**src/design/assert_macros.svh**
```systemverilog
// Assertion macros used by the top-level RTL file of the centred moving average block.
// Each macro expands to one labelled concurrent assertion on the given clock and reset.
`ifndef ASSERT_MACROS_SVH
`define ASSERT_MACROS_SVH

// Same-cycle implication, disabled while reset is high.
`define ASSERT_IMPL(label, clk, rst, ante, cons, msg) \
  label: assert property (@(posedge clk) disable iff (rst) (ante) |-> (cons)) \
    else $error(msg);

// Next-cycle implication, disabled while reset is high.
`define ASSERT_NEXT(label, clk, rst, ante, cons, msg) \
  label: assert property (@(posedge clk) disable iff (rst) (ante) |=> (cons)) \
    else $error(msg);

`endif

```
**src/design/cma_pkg.sv**
```systemverilog
// Shared types and constants of the centred moving average block.
// Used by every module of the block; depends on nothing else.
`default_nettype none

package cma_pkg;

  localparam int DATA_W         = 32;
  localparam int CFG_W          = 6;
  localparam int WINDOW_MAX     = (1 << CFG_W) - 1;
  localparam int MAX_WINDOW_DEF = 32;
  localparam logic [CFG_W-1:0] WINDOW_RESET = 6'd5;

  localparam int APB_ADDR_W = 3;
  localparam int APB_DATA_W = 32;
  localparam int REG_IDX_W  = APB_ADDR_W - 2;
  localparam logic [REG_IDX_W-1:0] REG_WINDOW_LENGTH = 1'b0;

  typedef struct packed {
    logic signed [DATA_W-1:0] sample;
    logic                     last_sample;
  } in_item_t;

  typedef struct packed {
    logic signed [DATA_W-1:0] average;
    logic                     last_average;
  } out_item_t;

  // Commands from the controller to the datapath.
  typedef struct packed {
    logic capture;
    logic store;
    logic sum_start;
    logic read_en;
    logic add_en;
    logic div_start;
    logic load_out;
    logic pass_sel;
    logic out_last;
  } dp_cmd_t;

  // Status from the datapath to the controller.
  typedef struct packed {
    logic div_busy;
    logic div_done;
    logic out_free;
  } dp_status_t;

endpackage

`default_nettype wire

```
**src/design/centered_moving_average.sv**
```systemverilog
// Top level of the centred moving average: configuration register, controller
// and datapath. Depends on cma_pkg, cma_ctrl, cma_datapath and assert_macros.svh.
//
//   Channel   Direction  Handshake                  Carries
//   item      in         item_valid / item_ready    sample, last_sample
//   result    out        result_valid / result_ready average, last_average
//   config    in         psel, penable, pwrite      window_length at byte 0
//
// An averaged result is loaded into the output register, once that is free, after its
// window is summed and divided: the sum reads one store entry per cycle and the divider
// retires one quotient bit per cycle. The final sample of a sequence produces its pending
// results in turn, and the next request can be taken in the cycle after the last of them
// is loaded. A pass-through result, for a window of one or less, is loaded from the
// captured sample once the output register is free. A new request is taken while a
// result still waits in the output register.
`default_nettype none
`include "assert_macros.svh"

module centered_moving_average #(
  parameter int MAX_WINDOW = cma_pkg::MAX_WINDOW_DEF
) (
  input  logic                             clk,
  input  logic                             rst,
  input  logic                             psel,
  input  logic                             penable,
  input  logic                             pwrite,
  input  logic [cma_pkg::APB_ADDR_W-1:0]   paddr,
  input  logic [cma_pkg::APB_DATA_W-1:0]   pwdata,
  output logic [cma_pkg::APB_DATA_W-1:0]   prdata,
  output logic                             pready,
  input  logic                             item_valid,
  output logic                             item_ready,
  input  cma_pkg::in_item_t                item,
  output logic                             result_valid,
  input  logic                             result_ready,
  output cma_pkg::out_item_t               result
);
  import cma_pkg::*;

  localparam int WMAX  = (MAX_WINDOW < WINDOW_MAX) ? MAX_WINDOW : WINDOW_MAX;
  localparam int CNT_W = $clog2(WMAX + 1);
  localparam int SUM_W = DATA_W + $clog2(WMAX);

  logic [CFG_W-1:0]     window_length;
  logic [REG_IDX_W-1:0] reg_idx;
  logic                 cfg_write;
  dp_cmd_t              cmd;
  dp_status_t           status;
  logic [CNT_W-1:0]     div_count;

  assign pready    = 1'b1;
  assign reg_idx   = paddr[APB_ADDR_W-1:2];
  assign cfg_write = psel && penable && pwrite && (reg_idx == REG_WINDOW_LENGTH);
  assign prdata    = (reg_idx == REG_WINDOW_LENGTH) ? APB_DATA_W'(window_length) : '0;

  always_ff @(posedge clk) begin
    if (rst) begin
      window_length <= WINDOW_RESET;
    end else if (cfg_write) begin
      window_length <= pwdata[CFG_W-1:0];
    end
  end

  cma_ctrl #(
    .MAX_WINDOW (MAX_WINDOW),
    .CNT_W      (CNT_W)
  ) u_ctrl (
    .clk           (clk),
    .rst           (rst),
    .window_length (window_length),
    .cfg_write     (cfg_write),
    .item_valid    (item_valid),
    .item_ready    (item_ready),
    .item_last     (item.last_sample),
    .status        (status),
    .cmd           (cmd),
    .div_count     (div_count)
  );

  cma_datapath #(
    .MAX_WINDOW (MAX_WINDOW),
    .CNT_W      (CNT_W),
    .SUM_W      (SUM_W)
  ) u_datapath (
    .clk          (clk),
    .rst          (rst),
    .item         (item),
    .cmd          (cmd),
    .div_count    (div_count),
    .status       (status),
    .result_valid (result_valid),
    .result_ready (result_ready),
    .result       (result)
  );

  `ASSERT_IMPL(a_load_when_free, clk, rst, cmd.load_out, status.out_free, "result loaded over a held one")
  `ASSERT_IMPL(a_div_start_idle, clk, rst, cmd.div_start, !status.div_busy, "divider restarted while busy")
  `ASSERT_NEXT(a_accept_then_busy, clk, rst, item_valid && item_ready, !item_ready, "second request taken at once")
  `ASSERT_NEXT(a_load_shows_result, clk, rst, cmd.load_out, result_valid, "loaded result not presented")

endmodule

`default_nettype wire

```
**src/design/cma_div.sv**
```systemverilog
// Iterative rounding divider: signed window sum over an unsigned sample count.
// One quotient bit per cycle, rounding to nearest with ties away from zero; uses cma_pkg.
`default_nettype none

module cma_div #(
  parameter int CNT_W = 6,
  parameter int SUM_W = 37
) (
  input  logic                               clk,
  input  logic                               rst,
  input  logic                               start,
  input  logic signed [SUM_W-1:0]            sum,
  input  logic        [CNT_W-1:0]            count,
  output logic                               busy,
  output logic                               done,
  output logic signed [cma_pkg::DATA_W-1:0]  quotient
);
  import cma_pkg::*;

  localparam int STEP_W = $clog2(SUM_W + 1);

  logic [STEP_W-1:0] steps;
  logic [SUM_W-1:0]  dq;
  logic [SUM_W-1:0]  mag;
  logic [CNT_W-1:0]  rem;
  logic [CNT_W-1:0]  divisor;
  logic [CNT_W:0]    trial;
  logic [CNT_W:0]    diff;
  logic              neg;
  logic              qbit;
  logic [DATA_W-1:0] qlow;

  always_comb begin
    mag   = sum[SUM_W-1] ? SUM_W'(-sum) : SUM_W'(sum);
    trial = {rem, dq[SUM_W-1]};
    diff  = trial - {1'b0, divisor};
    qbit  = (trial >= {1'b0, divisor});
    qlow  = dq[DATA_W-1:0];
    quotient = neg ? -qlow : qlow;
  end

  // The dividend register fills with quotient bits from the bottom as it shifts out.
  always_ff @(posedge clk) begin
    if (start) begin
      dq      <= mag + SUM_W'(count >> 1);
      rem     <= '0;
      divisor <= count;
      neg     <= sum[SUM_W-1];
    end else if (busy) begin
      dq  <= {dq[SUM_W-2:0], qbit};
      rem <= qbit ? diff[CNT_W-1:0] : trial[CNT_W-1:0];
    end
  end

  always_ff @(posedge clk) begin
    if (rst) begin
      busy  <= 1'b0;
      done  <= 1'b0;
      steps <= '0;
    end else begin
      done <= 1'b0;
      if (start) begin
        busy  <= 1'b1;
        steps <= STEP_W'(SUM_W);
      end else if (busy) begin
        steps <= steps - 1'b1;
        if (steps == STEP_W'(1)) begin
          busy <= 1'b0;
          done <= 1'b1;
        end
      end
    end
  end

endmodule

`default_nettype wire

```
**src/design/cma_datapath.sv**
```systemverilog
// Datapath of the centred moving average: sample store, window accumulator,
// divider and output register. Driven by cma_ctrl; uses cma_pkg and cma_div.
`default_nettype none

module cma_datapath #(
  parameter int MAX_WINDOW = cma_pkg::MAX_WINDOW_DEF,
  parameter int CNT_W      = 6,
  parameter int SUM_W      = 37
) (
  input  logic                  clk,
  input  logic                  rst,
  input  cma_pkg::in_item_t     item,
  input  cma_pkg::dp_cmd_t      cmd,
  input  logic [CNT_W-1:0]      div_count,
  output cma_pkg::dp_status_t   status,
  output logic                  result_valid,
  input  logic                  result_ready,
  output cma_pkg::out_item_t    result
);
  import cma_pkg::*;

  localparam int AW = $clog2(MAX_WINDOW);
  localparam logic [AW-1:0] LAST_SLOT = AW'(MAX_WINDOW - 1);

  logic [DATA_W-1:0]        store_mem [MAX_WINDOW];
  logic signed [DATA_W-1:0] sample_q;
  logic signed [DATA_W-1:0] rd_data;
  logic signed [SUM_W-1:0]  acc;
  logic [AW-1:0]            wp;
  logic [AW-1:0]            rd_ptr;
  out_item_t                out_q;
  logic                     div_busy;
  logic                     div_done;
  logic signed [DATA_W-1:0] quotient;

  always_ff @(posedge clk) begin
    if (cmd.store) begin
      store_mem[wp] <= sample_q;
    end
    if (cmd.read_en) begin
      rd_data <= store_mem[rd_ptr];
    end
  end

  always_ff @(posedge clk) begin
    if (cmd.capture) begin
      sample_q <= item.sample;
    end
    if (cmd.add_en) begin
      acc <= acc + SUM_W'(rd_data);
    end else if (cmd.sum_start) begin
      acc <= '0;
    end
    if (cmd.load_out) begin
      out_q.average      <= cmd.pass_sel ? sample_q : quotient;
      out_q.last_average <= cmd.out_last;
    end
  end

  // The window is read newest first, walking backwards round the ring.
  always_ff @(posedge clk) begin
    if (rst) begin
      wp           <= '0;
      rd_ptr       <= '0;
      result_valid <= 1'b0;
    end else begin
      if (cmd.store) begin
        wp <= (wp == LAST_SLOT) ? '0 : wp + 1'b1;
      end
      if (cmd.sum_start) begin
        rd_ptr <= (wp == '0) ? LAST_SLOT : wp - 1'b1;
      end else if (cmd.read_en) begin
        rd_ptr <= (rd_ptr == '0) ? LAST_SLOT : rd_ptr - 1'b1;
      end
      if (cmd.load_out) begin
        result_valid <= 1'b1;
      end else if (result_ready) begin
        result_valid <= 1'b0;
      end
    end
  end

  cma_div #(
    .CNT_W (CNT_W),
    .SUM_W (SUM_W)
  ) u_div (
    .clk      (clk),
    .rst      (rst),
    .start    (cmd.div_start),
    .sum      (acc),
    .count    (div_count),
    .busy     (div_busy),
    .done     (div_done),
    .quotient (quotient)
  );

  assign result          = out_q;
  assign status.div_busy = div_busy;
  assign status.div_done = div_done;
  assign status.out_free = !result_valid || result_ready;

endmodule

`default_nettype wire

```
**src/design/cma_ctrl.sv**
```systemverilog
// Controller of the centred moving average (uses cma_pkg): sequence counters and
// the state machine stepping the datapath: store, sum, divide and output, or bypass.
`default_nettype none

module cma_ctrl #(
  parameter int MAX_WINDOW = cma_pkg::MAX_WINDOW_DEF,
  parameter int CNT_W      = 6
) (
  input  logic                       clk,
  input  logic                       rst,
  input  logic [cma_pkg::CFG_W-1:0]  window_length,
  input  logic                       cfg_write,
  input  logic                       item_valid,
  output logic                       item_ready,
  input  logic                       item_last,
  input  cma_pkg::dp_status_t        status,
  output cma_pkg::dp_cmd_t           cmd,
  output logic [CNT_W-1:0]           div_count
);
  import cma_pkg::*;

  localparam int WMAX = (MAX_WINDOW < WINDOW_MAX) ? MAX_WINDOW : WINDOW_MAX;

  typedef enum logic [2:0] {
    S_IDLE,
    S_STORE,
    S_SUM_START,
    S_SUM,
    S_DIV,
    S_OUT,
    S_PASS
  } state_t;

  state_t           state;
  logic             seq_last;
  logic [CNT_W-1:0] seen;
  logic [CNT_W-1:0] emitted;
  logic [CNT_W-1:0] center;
  logic [CNT_W-1:0] cnt;
  logic [CNT_W-1:0] issued;
  logic             rd_pend;

  logic [CNT_W-1:0] w;
  logic [CNT_W-1:0] n_left;
  logic [CNT_W-1:0] n_right;
  logic [CNT_W-1:0] n_right_p1;
  logic [CNT_W-1:0] seen_next;
  logic [CNT_W-1:0] pend;
  logic [CNT_W-1:0] prior;
  logic [CNT_W-1:0] cnt_next;
  logic             short_window;

  always_comb begin
    if (int'(window_length) > WMAX) begin
      w = CNT_W'(WMAX);
    end else begin
      w = CNT_W'(window_length);
    end
    short_window = (window_length <= CFG_W'(1));
    n_left     = w >> 1;
    n_right    = (w - 1'b1) >> 1;
    n_right_p1 = n_right + 1'b1;
    seen_next  = (seen < w) ? seen + 1'b1 : seen;
    pend       = (seen_next < n_right_p1) ? seen_next : n_right_p1;
    prior      = (emitted < n_left) ? emitted : n_left;
    cnt_next   = center + 1'b1 + prior;
  end

  always_comb begin
    cmd         = '0;
    item_ready  = (state == S_IDLE);
    cmd.capture = item_valid && item_ready;
    case (state)
      S_STORE: begin
        cmd.store = 1'b1;
      end
      S_SUM_START: begin
        cmd.sum_start = 1'b1;
      end
      S_SUM: begin
        cmd.read_en   = (issued != cnt);
        cmd.add_en    = rd_pend;
        cmd.div_start = (issued == cnt) && !rd_pend;
      end
      S_OUT: begin
        cmd.load_out = status.out_free;
        cmd.out_last = seq_last && (center == '0);
      end
      S_PASS: begin
        cmd.load_out = status.out_free;
        cmd.pass_sel = 1'b1;
        cmd.out_last = seq_last;
      end
      default: begin
        cmd.store = 1'b0;
      end
    endcase
  end

  assign div_count = cnt;

  always_ff @(posedge clk) begin
    if (rst) begin
      state    <= S_IDLE;
      seq_last <= 1'b0;
      seen     <= '0;
      emitted  <= '0;
      center   <= '0;
      cnt      <= '0;
      issued   <= '0;
      rd_pend  <= 1'b0;
    end else begin
      case (state)
        S_IDLE: begin
          if (item_valid) begin
            seq_last <= item_last;
            state    <= short_window ? S_PASS : S_STORE;
          end
        end
        S_STORE: begin
          seen <= seen_next;
          // The final sample flushes every pending result, oldest centre first.
          if (seq_last) begin
            center <= pend - 1'b1;
            state  <= S_SUM_START;
          end else if (seen_next > n_right) begin
            center <= n_right;
            state  <= S_SUM_START;
          end else begin
            state <= S_IDLE;
          end
        end
        S_SUM_START: begin
          cnt     <= cnt_next;
          issued  <= '0;
          rd_pend <= 1'b0;
          state   <= S_SUM;
        end
        S_SUM: begin
          rd_pend <= cmd.read_en;
          if (cmd.read_en) begin
            issued <= issued + 1'b1;
          end
          if (cmd.div_start) begin
            state <= S_DIV;
          end
        end
        S_DIV: begin
          if (status.div_done) begin
            state <= S_OUT;
          end
        end
        S_OUT: begin
          if (status.out_free) begin
            if (emitted < n_left) begin
              emitted <= emitted + 1'b1;
            end
            if (seq_last && (center != '0)) begin
              center <= center - 1'b1;
              state  <= S_SUM_START;
            end else begin
              if (seq_last) begin
                seen    <= '0;
                emitted <= '0;
              end
              state <= S_IDLE;
            end
          end
        end
        S_PASS: begin
          if (status.out_free) begin
            state <= S_IDLE;
          end
        end
        default: begin
          state <= S_IDLE;
        end
      endcase
      // A new window length abandons the sequence in progress.
      if (cfg_write) begin
        seen    <= '0;
        emitted <= '0;
      end
    end
  end

endmodule

`default_nettype wire

```
**config.mk**
```make
export PLATFORM = sky130hd
export DESIGN_NAME = centered_moving_average
export DESIGN_NICKNAME = d
export VERILOG_FILES = /design/src/design/cma_pkg.sv /design/src/design/centered_moving_average.sv /design/src/design/cma_div.sv /design/src/design/cma_datapath.sv /design/src/design/cma_ctrl.sv
export VERILOG_INCLUDE_DIRS = /design/src /design/src/design
export SDC_FILE = /design/constraint.sdc
export NUM_CORES = 2
export LEC_CHECK = 0
export BUFFER_PORTS_ARGS = -buffer_cell sky130_fd_sc_hd__buf_4
export CAP_MARGIN = 10
export CORE_UTILIZATION = 46
export DETAILED_ROUTE_END_ITERATION = 8
export SYNTH_ARGS = -nofsm -noshare
export SYNTH_HDL_FRONTEND = slang
export SYNTH_SLANG_ARGS = --single-unit
export TNS_END_PERCENT = 20
```
**constraint.sdc**
```tcl
create_clock -name clk -period 7 [get_ports clk]
set_input_delay 1.05 -clock clk [delete_from_list [all_inputs] [get_ports clk]]
set_output_delay 1.05 -clock clk [all_outputs]
set_load 0.01 [all_outputs]
```
==> flow_metrics.env <==
export IMPL_overflow=0
export IMPL_drive_gt1_frac=0.230
export IMPL_skew_ns=0.0417
export IMPL_gp_congestion=0.917
export IMPL_synth_area_leader_cell="edfxtp_1"
export IMPL_crit_chain="nor2b_1 > inv_1 > ha_1 > nand4_1 > nor3_1 > or3_1 > mux2_2 > ha_1 > nor2b_1 > o21ai_0 > nand2b_1 > maj3_2 > a31oi_4 > nor2_1 > a21oi_1 > ha_1 > nand3_1 > or3b_1 > xor2_1 > mux2i_1 > o21ai_1 > a21oi_1"
export IMPL_syn_inst=3137
export IMPL_ir_drop_uv=240
export IMPL_dr_wl_met3_um=8160
export IMPL_htree_num_levels=4
export IMPL_io_buffers=87
export IMPL_num_vias=29700
export IMPL_critical_path_class="flop to flop"
export IMPL_path_max_fanout=13
export IMPL_met1Wirelength_um=58300
export IMPL_fin_crit_ns=5.64
export IMPL_grt_antenna_before_repair=3
export IMPL_critPathRequiredTime_ns=7.65
export IMPL_hpwl_um=78400
export IMPL_max_slew_margin_rel=0.183
export IMPL_min_path_type="primary input to flop"
export IMPL_setup_viol_count_final=0
export IMPL_cp_start_kind="flop"
export IMPL_cp_slowest_cell="nor3_1"
export IMPL_cts_tree="yes"
export IMPL_grt_pass1_wl_um=203000
export IMPL_ys_types=96
export IMPL_post_route_drc_count=0
export IMPL_root_buffer="clkbuf_16"
export IMPL_clk_pin_slew_worst_paths_ns=0.06
export IMPL_period_share=0.806
export IMPL_ioPinCount=143
export IMPL_drt_vias_per_instance=6.05
export IMPL_grtUsageTotal=0.234
export IMPL_synth_seq_cells=1268
export IMPL_cp_data_arrival_time_ns=6.30
export IMPL_clk_latency_ns=0.76
export IMPL_final_hold_violation_count=0
export IMPL_final_util=0.525
export IMPL_synth_top_area_frac=0.663
export IMPL_route_met2_wl_um=69100
export IMPL_run_status="finished clean"
export IMPL_synthFlopType="edfxtp_1"
export IMPL_timing_setup_tns_ns=0
export IMPL_cts_sinks=1268
export IMPL_netlist_top_cells_area="edfxtp_1, mux4_2, dfxtp_1"
export IMPL_ant_nets=0
export IMPL_p_total_w=0.0175
export IMPL_crit_path_max_incr_delay_ns=0.47
export IMPL_drv_slew=0
export IMPL_fin_area_um2=61400
export IMPL_yosysMostFrequentCell="edfxtp_1"
export IMPL_synth_edf_count=1202
export IMPL_topRoutingLayerUsed="met5"
export IMPL_synthesis_area_um2=54500
export IMPL_worst_pin_slew_ns=1.23
export IMPL_cts_buffers=136
export IMPL_rsz0062_at_grt="false"
export IMPL_p_leak_nw=19.6
export IMPL_core_um2=117000
export IMPL_synthArstFlopShare=0
export IMPL_first_iter_violations=3147
export IMPL_grt_max_degree=156
export IMPL_power_density_nw_per_um2=285
export IMPL_syn_to_final_growth_pct=12.7
export IMPL_clockBufferDepth=3
export IMPL_syn_area_per_cell_um2=17.4
export IMPL_ctsResizeCount=0
export IMPL_postCtsSetupBuffers=0
export IMPL_die_y_um=346
export IMPL_dieArea_um2=120000
export IMPL_fp_row_count=125
export IMPL_start_util=0.466
export IMPL_die_x_um=346
export IMPL_max_freq_ghz=0.177
export IMPL_drt_total_wl_um=140000
export IMPL_synth_common_cells="edfxtp_1, mux4_2, nor2_1"
export IMPL_postCtsHoldBufs=0
export IMPL_firstDrtPassIters=7
export IMPL_finalNetCount=3453
export IMPL_grt_pass1_vias=30100
export IMPL_cp_end_kind="flop"
export IMPL_synth_warnings=0
export IMPL_worst_path_most_repeated_cell="ha_1"
export IMPL_maxCapViolations=0
export IMPL_ys_seq_area_frac=0.687
export IMPL_routedWlPerCell_um=28.5
export IMPL_dpl_cell_area_um2=57200
-- cell usage in the layout (no fill, tap or decap), types with 36 or more instances in the layout --
master,count
nor2_1,184
nand3_1,36
buf_4,151
clkbuf_16,139
a21oi_1,117
xor2_1,100
ha_1,89
mux2_2,39
nor3_1,42
dfxtp_1,61
o21ai_0,89
edfxtp_1,1202
xnor2_1,67
mux4_2,320
nand2_1,147
inv_1,57
-- final timing paths --
| check | from | end | slack [ns] | depth (start not counted) |
|---|---|---|---|---|
| worst max-delay path | window_length[3] | u_ctrl.center[4] | 1.36 | 22 |
| worst max register to register | window_length[3] | u_ctrl.center[4] | 1.36 | 22 |
| worst min register to register | u_datapath.u_div.steps[1] | u_datapath.u_div.steps[1] | 0.50 | 2 |
| worst min-delay path | item[4] | u_datapath.sample_q[3] | 0.48 | 1 |
-- critical path, delay by kind of cell (launching register included) --
kind            cells  cell delay [ns]
flops               1             0.44
simple gates        9             1.99
mux                 2             0.67
xor+xnor            1             0.15
compound gates      5             0.95
fa+ha+maj           4             1.21
buf+inv             1             0.13
-- cell type report --
cell class | instances | area [um^2]
Fill cell | 9258 | 55400
Sequential cell | 1268 | 37400
Multi-Input combinational cell | 1664 | 16400
Clock buffer | 180 | 3690
Tap cell | 1524 | 1910
Timing Repair Buffer | 155 | 1220
Clock inverter | 56 | 493
Inverter | 60 | 225
Antenna cell | 1 | 2.50
-- report_power, final --
group	internal (W)	switching, W
Clock	0.00387	0.00293
Sequential	0.00860	0.000238
Combinational	0.000813	0.00105
Total	0.0133	0.00422
-- per-stage QoR --
stage / hold WS, ns / worst slack [ns] / cells
finish: 0.480 / 1.36 / 4908
global route: 0.446 / 0.823 / 4907
CTS: 0.424 / 1.30 / 4906
detailed placement: 0.489 / 1.30 / 4670
global placement: 0.471 / 1.34 / 4670
floorplan: 0.438 / 2.14 / 3162
-- flip-flops by register name, summed over array words and instances, names as in the netlist, 32 cells and up --
name / count
u_datapath.u_div.dq: 37
u_datapath.acc: 37
u_datapath.store_mem: 1024
u_datapath.rd_data: 32
u_datapath.sample_q: 32
u_datapath.result: 33
-- logic make-up (layout without fill, tap and decap cells) --
kind of cell | after synthesis | in the layout | synth area share
flops | 1268 | 1268 | 0.687
xor+xnor | 167 | 167 | 0.0269
other cells | 2 | 28 | 0.000138
simple gates | 606 | 606 | 0.0555
buf+inv | 230 | 451 | 0.0180
fa+ha+maj | 94 | 94 | 0.0221
compound gates | 395 | 395 | 0.0467
mux | 375 | 375 | 0.144
-- per-layer routing --
metal | up-vias | GRT usage
li1 | 12800 | -
met1 | 15600 | 0.317
met2 | 1047 | 0.389
met3 | 242 | 0.0332
met4 | 2 | 0.0828
met5 | - | 0
(Power assumes the default switching activity.)
